$ cat config.mk
export PLATFORM = sky130hd
export DESIGN_NAME = life_grid_generation
export DESIGN_NICKNAME = d
export VERILOG_FILES = /design/src/lgg_pkg.sv /design/src/lgg_rule.sv /design/src/lgg_row_cell.sv /design/src/life_grid_generation.sv
export SDC_FILE = /design/constraint.sdc
export NUM_CORES = 2
export LEC_CHECK = 0
export BUFFER_PORTS_ARGS = -buffer_cell sky130_fd_sc_hd__buf_2
export CORE_UTILIZATION = 63
export CTS_CLUSTER_SIZE = 20
export DETAILED_ROUTE_END_ITERATION = 10
export PLACE_DENSITY_LB_ADDON = 0.1
export SETUP_SLACK_MARGIN = 0.3
export SYNTH_ARGS = -nofsm -noshare
export SYNTH_HDL_FRONTEND = slang
export SYNTH_SLANG_ARGS = --single-unit
$ cat constraint.sdc
create_clock -name clk_i -period 5.8 [get_ports clk_i]
set_input_delay 0.87 -clock clk_i [delete_from_list [all_inputs] [get_ports clk_i]]
set_output_delay 0.87 -clock clk_i [all_outputs]
set_load 0.05 [all_outputs]
$ cat src/lgg_pkg.sv
// Shared types and constants for the life grid generation block.
package lgg_pkg;

  localparam int unsigned GRID_SIZE = 32;
  localparam int unsigned ROW_IDX_W = $clog2(GRID_SIZE);
  localparam int unsigned CNT_W     = $clog2(GRID_SIZE + 1);
  localparam int unsigned IDX_FLD_W = 5;
  localparam int unsigned BITS_FLD_W = 32;

  typedef logic [GRID_SIZE-1:0] row_t;

  typedef enum logic {
    OP_LOAD = 1'b0,
    OP_STEP = 1'b1
  } op_e;

  typedef struct packed {
    op_e                   op;
    logic [IDX_FLD_W-1:0]  row_index;
    logic [BITS_FLD_W-1:0] row_bits;
  } in_item_t;

  typedef struct packed {
    logic [IDX_FLD_W-1:0]  out_row_index;
    logic [BITS_FLD_W-1:0] out_row_bits;
    logic                  last_row;
  } out_item_t;

  typedef struct packed {
    logic shift;
    logic load;
  } cell_ctrl_t;

endpackage

$ cat src/lgg_rule.sv
// Next-generation row from three adjacent rows under rule B3/S23.
module lgg_rule (
  input  lgg_pkg::row_t above_i,
  input  lgg_pkg::row_t mid_i,
  input  lgg_pkg::row_t below_i,
  output lgg_pkg::row_t next_o
);

  logic [lgg_pkg::GRID_SIZE+1:0] above_pad;
  logic [lgg_pkg::GRID_SIZE+1:0] mid_pad;
  logic [lgg_pkg::GRID_SIZE+1:0] below_pad;

  // Pad with dead cells so the edges do not wrap.
  assign above_pad = {1'b0, above_i, 1'b0};
  assign mid_pad   = {1'b0, mid_i, 1'b0};
  assign below_pad = {1'b0, below_i, 1'b0};

  always_comb begin
    logic [3:0] n;
    for (int p = 0; p < lgg_pkg::GRID_SIZE; p++) begin
      n = 4'(above_pad[p]) + 4'(above_pad[p+1]) + 4'(above_pad[p+2])
        + 4'(mid_pad[p]) + 4'(mid_pad[p+2])
        + 4'(below_pad[p]) + 4'(below_pad[p+1]) + 4'(below_pad[p+2]);
      next_o[p] = (n == 4'd3) || (mid_i[p] && (n == 4'd2));
    end
  end

endmodule

$ cat src/lgg_row_cell.sv
// One grid row held in a link of the row chain.
module lgg_row_cell (
  input  logic               clk_i,
  input  logic               rst_ni,
  input  lgg_pkg::cell_ctrl_t ctrl_i,
  input  lgg_pkg::row_t      shift_in_i,
  input  lgg_pkg::row_t      load_row_i,
  output lgg_pkg::row_t      row_o
);

  lgg_pkg::row_t row_q;
  lgg_pkg::row_t row_d;

  always_comb begin
    priority if (ctrl_i.shift) begin
      row_d = shift_in_i;
    end else if (ctrl_i.load) begin
      row_d = load_row_i;
    end else begin
      row_d = row_q;
    end
  end

  always_ff @(posedge clk_i or negedge rst_ni) begin
    if (!rst_ni) begin
      row_q <= '0;
    end else begin
      row_q <= row_d;
    end
  end

  assign row_o = row_q;

endmodule

$ cat src/life_grid_generation.sv
// Top level of the bounded-grid life generation block.
//
// channel | direction | handshake                | payload
// --------+-----------+--------------------------+-----------------------
// command | in        | start high, busy low     | item_i (in_item_t)
// result  | out       | res_valid_o strobe       | res_o (out_item_t)
//
// A load beat writes one row in the accept cycle; busy stays low, so
// loads may come back to back. A step beat raises busy while the row
// chain rotates once per cycle; each head row reaches res_o through a
// register in the cycle after, and a final flush state pushes the last
// row through the rule window. The rule window (rows r-1, r, r+1 around
// the head) sets the cost: one row per cycle during a step.
// Reset clears every cell and drops busy. The receiver cannot stall:
// res_valid_o marks each result for a single cycle.
module life_grid_generation (
  input  logic              clk_i,
  input  logic              rst_ni,
  input  logic              start,
  output logic              busy,
  input  lgg_pkg::in_item_t item_i,
  output logic              res_valid_o,
  output lgg_pkg::out_item_t res_o
);

  localparam int unsigned G = lgg_pkg::GRID_SIZE;

  logic                      busy_q, busy_d;
  logic [lgg_pkg::CNT_W-1:0] cnt_q, cnt_d;
  logic                      accept;
  logic                      flush;

  lgg_pkg::row_t             rows [G];
  lgg_pkg::row_t             head;
  lgg_pkg::row_t             below;
  lgg_pkg::row_t             next_row;
  lgg_pkg::row_t             load_row;
  lgg_pkg::row_t             prev_q, cur_q;
  lgg_pkg::cell_ctrl_t       ctrl [G];

  logic                      res_valid_q;
  lgg_pkg::out_item_t        res_q;

  assign accept = start && !busy_q;
  assign flush  = (cnt_q == lgg_pkg::CNT_W'(G));
  assign head   = rows[0];
  assign load_row = item_i.row_bits[G-1:0];

  // Per-row control: shift the whole chain while stepping, else load the
  // addressed row. Indices beyond the grid match no cell and drop.
  always_comb begin
    for (int i = 0; i < G; i++) begin
      ctrl[i].shift = busy_q;
      ctrl[i].load  = accept && (item_i.op == lgg_pkg::OP_LOAD) &&
                      (item_i.row_index == lgg_pkg::IDX_FLD_W'(i));
    end
  end

  // Row chain: row 0 at the head, new rows enter at the tail.
  for (genvar i = 0; i < G; i++) begin : g_row
    lgg_pkg::row_t shift_in;
    if (i == G - 1) begin : g_tail
      assign shift_in = next_row;
    end else begin : g_link
      assign shift_in = rows[i+1];
    end
    lgg_row_cell u_cell (
      .clk_i      (clk_i),
      .rst_ni     (rst_ni),
      .ctrl_i     (ctrl[i]),
      .shift_in_i (shift_in),
      .load_row_i (load_row),
      .row_o      (rows[i])
    );
  end

  // Window over rows r-1 (prev_q), r (cur_q) and r+1 (head). Past the
  // last row, the row below is dead.
  assign below = flush ? '0 : head;

  lgg_rule u_rule (
    .above_i (prev_q),
    .mid_i   (cur_q),
    .below_i (below),
    .next_o  (next_row)
  );

  // Advance the window; the first cycle of a step seeds the dead row above.
  always_ff @(posedge clk_i) begin
    if (busy_q) begin
      prev_q <= (cnt_q == '0) ? '0 : cur_q;
      cur_q  <= head;
    end
  end

  // Step sequencing.
  always_comb begin
    busy_d = busy_q;
    cnt_d  = cnt_q;
    if (busy_q) begin
      cnt_d = cnt_q + 1'b1;
      if (flush) begin
        busy_d = 1'b0;
      end
    end else if (accept && (item_i.op == lgg_pkg::OP_STEP)) begin
      busy_d = 1'b1;
      cnt_d  = '0;
    end
  end

  always_ff @(posedge clk_i or negedge rst_ni) begin
    if (!rst_ni) begin
      busy_q      <= 1'b0;
      cnt_q       <= '0;
      res_valid_q <= 1'b0;
    end else begin
      busy_q      <= busy_d;
      cnt_q       <= cnt_d;
      res_valid_q <= busy_q && !flush;
    end
  end

  // Emit the head row before it is replaced.
  always_ff @(posedge clk_i) begin
    if (busy_q && !flush) begin
      res_q.out_row_index <= lgg_pkg::IDX_FLD_W'(cnt_q[lgg_pkg::ROW_IDX_W-1:0]);
      res_q.out_row_bits  <= lgg_pkg::BITS_FLD_W'(head);
      res_q.last_row      <= (cnt_q == lgg_pkg::CNT_W'(G - 1));
    end
  end

  assign busy        = busy_q;
  assign res_valid_o = res_valid_q;
  assign res_o       = res_q;

  a_res_in_busy : assert property (@(posedge clk_i) disable iff (!rst_ni)
    res_valid_o |-> busy)
    else $error("result beat outside a step");

  a_last_ends_step : assert property (@(posedge clk_i) disable iff (!rst_ni)
    (res_valid_o && res_o.last_row) |=> !busy)
    else $error("step did not end after the last row");

  a_rows_contiguous : assert property (@(posedge clk_i) disable iff (!rst_ni)
    (res_valid_o && !res_o.last_row) |=> res_valid_o)
    else $error("gap in emitted rows");

  a_step_starts : assert property (@(posedge clk_i) disable iff (!rst_ni)
    (accept && (item_i.op == lgg_pkg::OP_STEP)) |=> (busy && (cnt_q == '0)))
    else $error("step beat did not start the sequence");

endmodule
# == After elaboration in Yosys (flattened, before gate mapping) ==
# Cells that the tools add are included.
# word_totals
wordCells,563
in_bits,41
reg_bits,1134
# classes
mux,70
bitwise,1
reduce_logical,137
n_eq_ne,97
n_addsub,218
# ops
op,n
two-way mux 32 bit,65
adder 4 x 1 -> 4 bit,186
equality test 4 x 2 -> 1 bit (second input constant),64
equality test 5 bit (second input constant),16
logical AND 1 bit,68
nonzero test 2 bit,33
adder 1 x 1 -> 2 bit,31
equality test 5 x 4 -> 1 bit (second input constant),8
logical OR 1 bit,32
equality test 5 x 3 -> 1 bit (second input constant),4
two-way mux 6 bit,2
equality test 5 x 2 -> 1 bit (second input constant),2
adder 6 x 1 -> 6 bit (second input constant),1
equality test 6 x 5 -> 1 bit (second input constant),1
equality test 6 bit (second input constant),1
logical NOT 6 bit,1
equality test 5 x 1 -> 1 bit (second input constant),1
logical NOT 5 bit,1
two-way mux 1 bit,3
logical NOT 1 bit,2
NOT 1 bit,1

# == Depth between registers and ports, before layout ==
# logic_depth
word_depth,11
mapped_depth,18
depth_no_buf,17

# == By module ==
# Synthesis repeated with hierarchy kept, for this count alone.
# unflattened
hier_cells,5299
area_unflattened_um2,57951.8
# modules_own_cells
mod,cells_per_inst,area_each_um2,instances
lgg_row_cell,139,1515.2,32
lgg_rule,588,5275.1,1
life_grid_generation,263,4190.3,1

# == Worst setup path before layout ==
# OpenSTA, ideal clock, no wires.
# synth_timing
path_kind,reg-to-reg
start,register cnt_q[0] in the netlist's numbering
end,register g_row[31].u_cell.row_q[29]
synth_period_minus_slack_ns,4.352
t_arrival_ns,4.270
required_ns,5.718
setup_time_ns,0.082
path_stages_with_launch,19
path_slack_ns,1.448
n_path_buf,2
cell_sequence,dfrtp_1 > inv_1 > ha_1 > or4b_1 > or2_2 > clkbuf_1 > clkbuf_1 > nand2_1 > fa_1 > fa_1 > inv_1 > ha_1 > a31oi_1 > fa_1 > nor3b_1 > a21oi_1 > nor3b_1 > o221ai_1 > a31oi_1
# synth_between
elab_chain_len,9
elab_cells_between_ends,10
# synth_lines
element,line,text
start: declaration,life_grid_generation.sv:29,"logic [lgg_pkg::CNT_W-1:0] cnt_q, cnt_d;"
start signal: assignment,life_grid_generation.sv:118,cnt_q <= cnt_d;
equality test 6 bit *,life_grid_generation.sv:45,assign flush = (cnt_q == lgg_pkg::CNT_W'(G));
two-way mux 32 bit *,life_grid_generation.sv:79,assign below = flush ? '0 : head;
adder 4 x 1 -> 4 bit (2 in series),lgg_rule.sv:23,+ 4'(below_pad[p]) + 4'(below_pad[p+1]) + 4'(below_pad[p+2]);
adder 4 x 1 -> 4 bit *,lgg_rule.sv:23,
equality test 4 x 2 -> 1 bit,lgg_rule.sv:24,next_o[p] = (n == 4'd3) || (mid_i[p] && (n == 4'd2));
logical AND 1 bit,lgg_rule.sv:24,
logical OR 1 bit *,lgg_rule.sv:24,
two-way mux 32 bit *,lgg_row_cell.sv:15,priority if (ctrl_i.shift) begin
end signal: assignment,lgg_row_cell.sv:28,row_q <= row_d;
end: declaration,lgg_row_cell.sv:11,lgg_pkg::row_t row_q;
# Mark *: on every way between the ends. The rest lies on a longest branch, timed or not.
# A chain may end at the register's enable or synchronous reset.

# == Final worst setup path ==
# Ends and elaborated chain as after synthesis.

==> impl_metrics.env <==
export IMPL_outcome="complete, no violations"
export IMPL_synth_distinct_cells=43
export IMPL_area_growth_pct=10.5
export IMPL_cp_slowest_cell="or2_2"
export IMPL_stdcell_area_mm2=0.0566
export IMPL_cts_path_max_buffers=3
export IMPL_grt_setup_unrepaired="false"
export IMPL_final_layout_size_suffix_gt1_share_pct=8.21
export IMPL_required_ns=6.39
export IMPL_yosysWarnings=0
export IMPL_grt_overflow=0
export IMPL_crit_type="reg -> reg"
export IMPL_total_power_mw=40.5
export IMPL_syn_inst=5446
export IMPL_skew_ns=0.0226
export IMPL_post_cts_resized=0
export IMPL_avgRoutedWirePerCell_um=17.9
export IMPL_nNetsFinal=5545
export IMPL_syn_area_mm2=0.0513
export IMPL_drc=0
export IMPL_htreeDepth=3
export IMPL_die_w_um=287
export IMPL_core_area_mm2=0.0805
export IMPL_antenna_found_initial=6
export IMPL_cpMostUsedCell="fa_1"
export IMPL_path_buf_inv=2
export IMPL_grt_pass1_vias=35600
export IMPL_hold_buffers=0
export IMPL_placementRows=104
export IMPL_crit_path_max_incr_delay_ns=0.62
export IMPL_firstDrtPassIters=5
export IMPL_avgSynthCellArea_um2=9.41
export IMPL_final_hold_viol_count=0
export IMPL_ir_drop_mv=0.516
export IMPL_clockRootBuffer="clkbuf_16"
export IMPL_cts_setup_buffers=0
export IMPL_crit_chain="inv_1, ha_1, or4b_1, or2_2, nand2_1, fa_1, fa_1, inv_1, ha_1, a31oi_1, fa_1, nor3b_1, a21oi_1, nor3b_1, o221ai_1, a31oi_1"
export IMPL_via_count=36800
export IMPL_initial_core_util_pct=63.6
export IMPL_maxSlewHeadroom_pct=30.2
export IMPL_crit_family="adder cells"
export IMPL_vias_per_cell=5.70
export IMPL_cts_tree="done"
export IMPL_grt_use_total_pct=28.7
export IMPL_postRouteAntennaNets=0
export IMPL_synth_seq_cells=1134
export IMPL_max_cap_viol_count=0
export IMPL_finalMaxSlewViolations=0
export IMPL_cts_sinks=1134
export IMPL_utilization_pct=70.3
export IMPL_drt_iter0_drc=3179
export IMPL_synth_fp_nets=5707
export IMPL_crit_arrival_ns=5.47
export IMPL_timing_hold_ws_ns=0.262
export IMPL_power_density_mw_per_mm2=714
export IMPL_die_h_um=287
export IMPL_final_common_cell="a21oi_1"
export IMPL_path_max_fanout=33
export IMPL_final_cell_mix="a21oi_1 (1034), dfrtp_1 (1031), nand2_1 (1030)"
export IMPL_dpl_cell_area_mm2=0.0525
export IMPL_tightest_slew_ns=1.04
export IMPL_start_kind="flip-flop"
export IMPL_grt_pass1_wl_mm=193
export IMPL_worstSetupEndpointType="flip-flop"
export IMPL_setup_viol_count_final=0
export IMPL_setup_tns_ns=0
export IMPL_hold_class="in -> async"
export IMPL_p_leak_nw=24.4
export IMPL_finalCriticalPeriod_ns=4.88
export IMPL_grt_max_degree=146
export IMPL_dieArea_mm2=0.0825
export IMPL_insertion_delay_ns=0.69
export IMPL_place_congestion=0.855
export IMPL_finalWirelength_mm=115
export IMPL_numPortBuffers=80
export IMPL_numCtsBuffers=115
export IMPL_dp_hpwl_mm=70.7
export IMPL_period_share_pct=84.2
export IMPL_ios=81
export IMPL_synth_seq_area_share_pct=56.3
export IMPL_clk_pin_slew_worst_paths_ns=0.06
export IMPL_fmax_mhz=205
[final timing paths]
check	from	endpoint	slack (ns)	depth (start not counted)
max in group asynchronous	rst_ni	g_row[10].u_cell.row_o[27]	4.10	2
hold reg to reg	g_row[7].u_cell.row_o[26]	g_row[7].u_cell.row_o[26]	0.48	2
setup / recovery	cnt_q[0]	g_row[31].u_cell.row_o[29]	0.92	16
setup reg to reg	cnt_q[0]	g_row[31].u_cell.row_o[29]	0.92	16
min in group clk_i	g_row[7].u_cell.row_o[26]	g_row[7].u_cell.row_o[26]	0.48	2
hold / removal	rst_ni	g_row[30].u_cell.row_o[1]	0.26	1
[synth_stat cells (all sizes together)]
library cell | instances | area (um2)
a21oi | 1065 | 5350
dfrtp | 1032 | 25800
nand2 | 1030 | 3870
o21ai | 994 | 4970
clkbuf | 396 | 1490
inv | 258 | 968
nor2 | 129 | 487
fa | 124 | 2480
edfxtp | 102 | 3060
ha | 96 | 1200
buf | 58 | 294
nor2b | 41 | 257
nor4b | 22 | 214
a211oi | 14 | 105
mux2i | 14 | 140
nor3b | 12 | 90.1
a2111oi | 9 | 78.8
a21o | 9 | 67.6
a31oi | 8 | 50.1
nand3 | 6 | 30.0
a22o | 4 | 35.0
and2 | 3 | 18.8
xnor2 | 3 | 26.3
nand3b | 2 | 15.0
nor4 | 2 | 33.8
o211ai | 2 | 15.0
o21bai | 2 | 15.0
o221ai | 2 | 17.5
or3b | 2 | 20.0
mux2 | 1 | 11.3
o31ai | 1 | 7.51
or2 | 1 | 6.26
or4b | 1 | 10.0
xor2 | 1 | 8.76
[kinds of logic (layout without fill, tap and decap cells)]
family                   count (synthesis)  count (layout)  share of synthesized area (%)
flip-flops                            1134            1134                           56.3
adder cells (fa/ha/maj)                220             220                           7.19
buffers and inverters                  712             650                           5.36
XOR/XNOR                                 4               4                         0.0684
AO/OA/AOI/OAI                         2110            2110                           20.9
multiplexers                            15              15                          0.295
AND/OR/NAND/NOR                       1251            1251                           9.85
other                                    0               4                              0
[state kept, by name, summed over array words and instances (netlist names)]
name	flops
g_row.u_cell.row_o	1024
cnt_q	6
res_valid_o	1
cur_q	32
busy	1
prev_q	32
res_o	38
[power by group]
group          leakage, nW  switching [mW]  internal, mW  total [mW]
Clock                 2.04            3.14          4.82        7.96
Sequential            14.1            2.24          12.0        14.3
Combinational         8.23            11.3          6.91        18.2
Total                 24.4            16.7          23.8        40.5
[routing by layer]
metal / GRT usage, % / part of all wire [%] / vias up
met2: 40.9 / 43 / 843
met3: 4.10 / 4.8 / 155
met1: 46.5 / 50 / 17700
li1: - / - / 18000
met5: 0 / 0.011 / -
met4: 6.95 / 2.2 / 2
[through the flow]
stage          worst slack [ns]  std cells
6_report                  0.916       6448
5_1_grt                   0.618       6445
4_1_cts                   0.947       6444
3_5_place_dp              0.970       6227
3_3_place_gp               1.08       6227
2_1_floorplan              1.45       5446
[area by class of cell]
cell class	count	area [um2]
clock buffer	171	3440
clock inverter	46	681
tap	1060	1330
antenna	4	10.0
timing repair buffer	175	1260
multi-input combinational	3600	20100
sequential	1134	28900
inverter	258	968
fill	6040	23900
(Power assumes the default switching activity.)
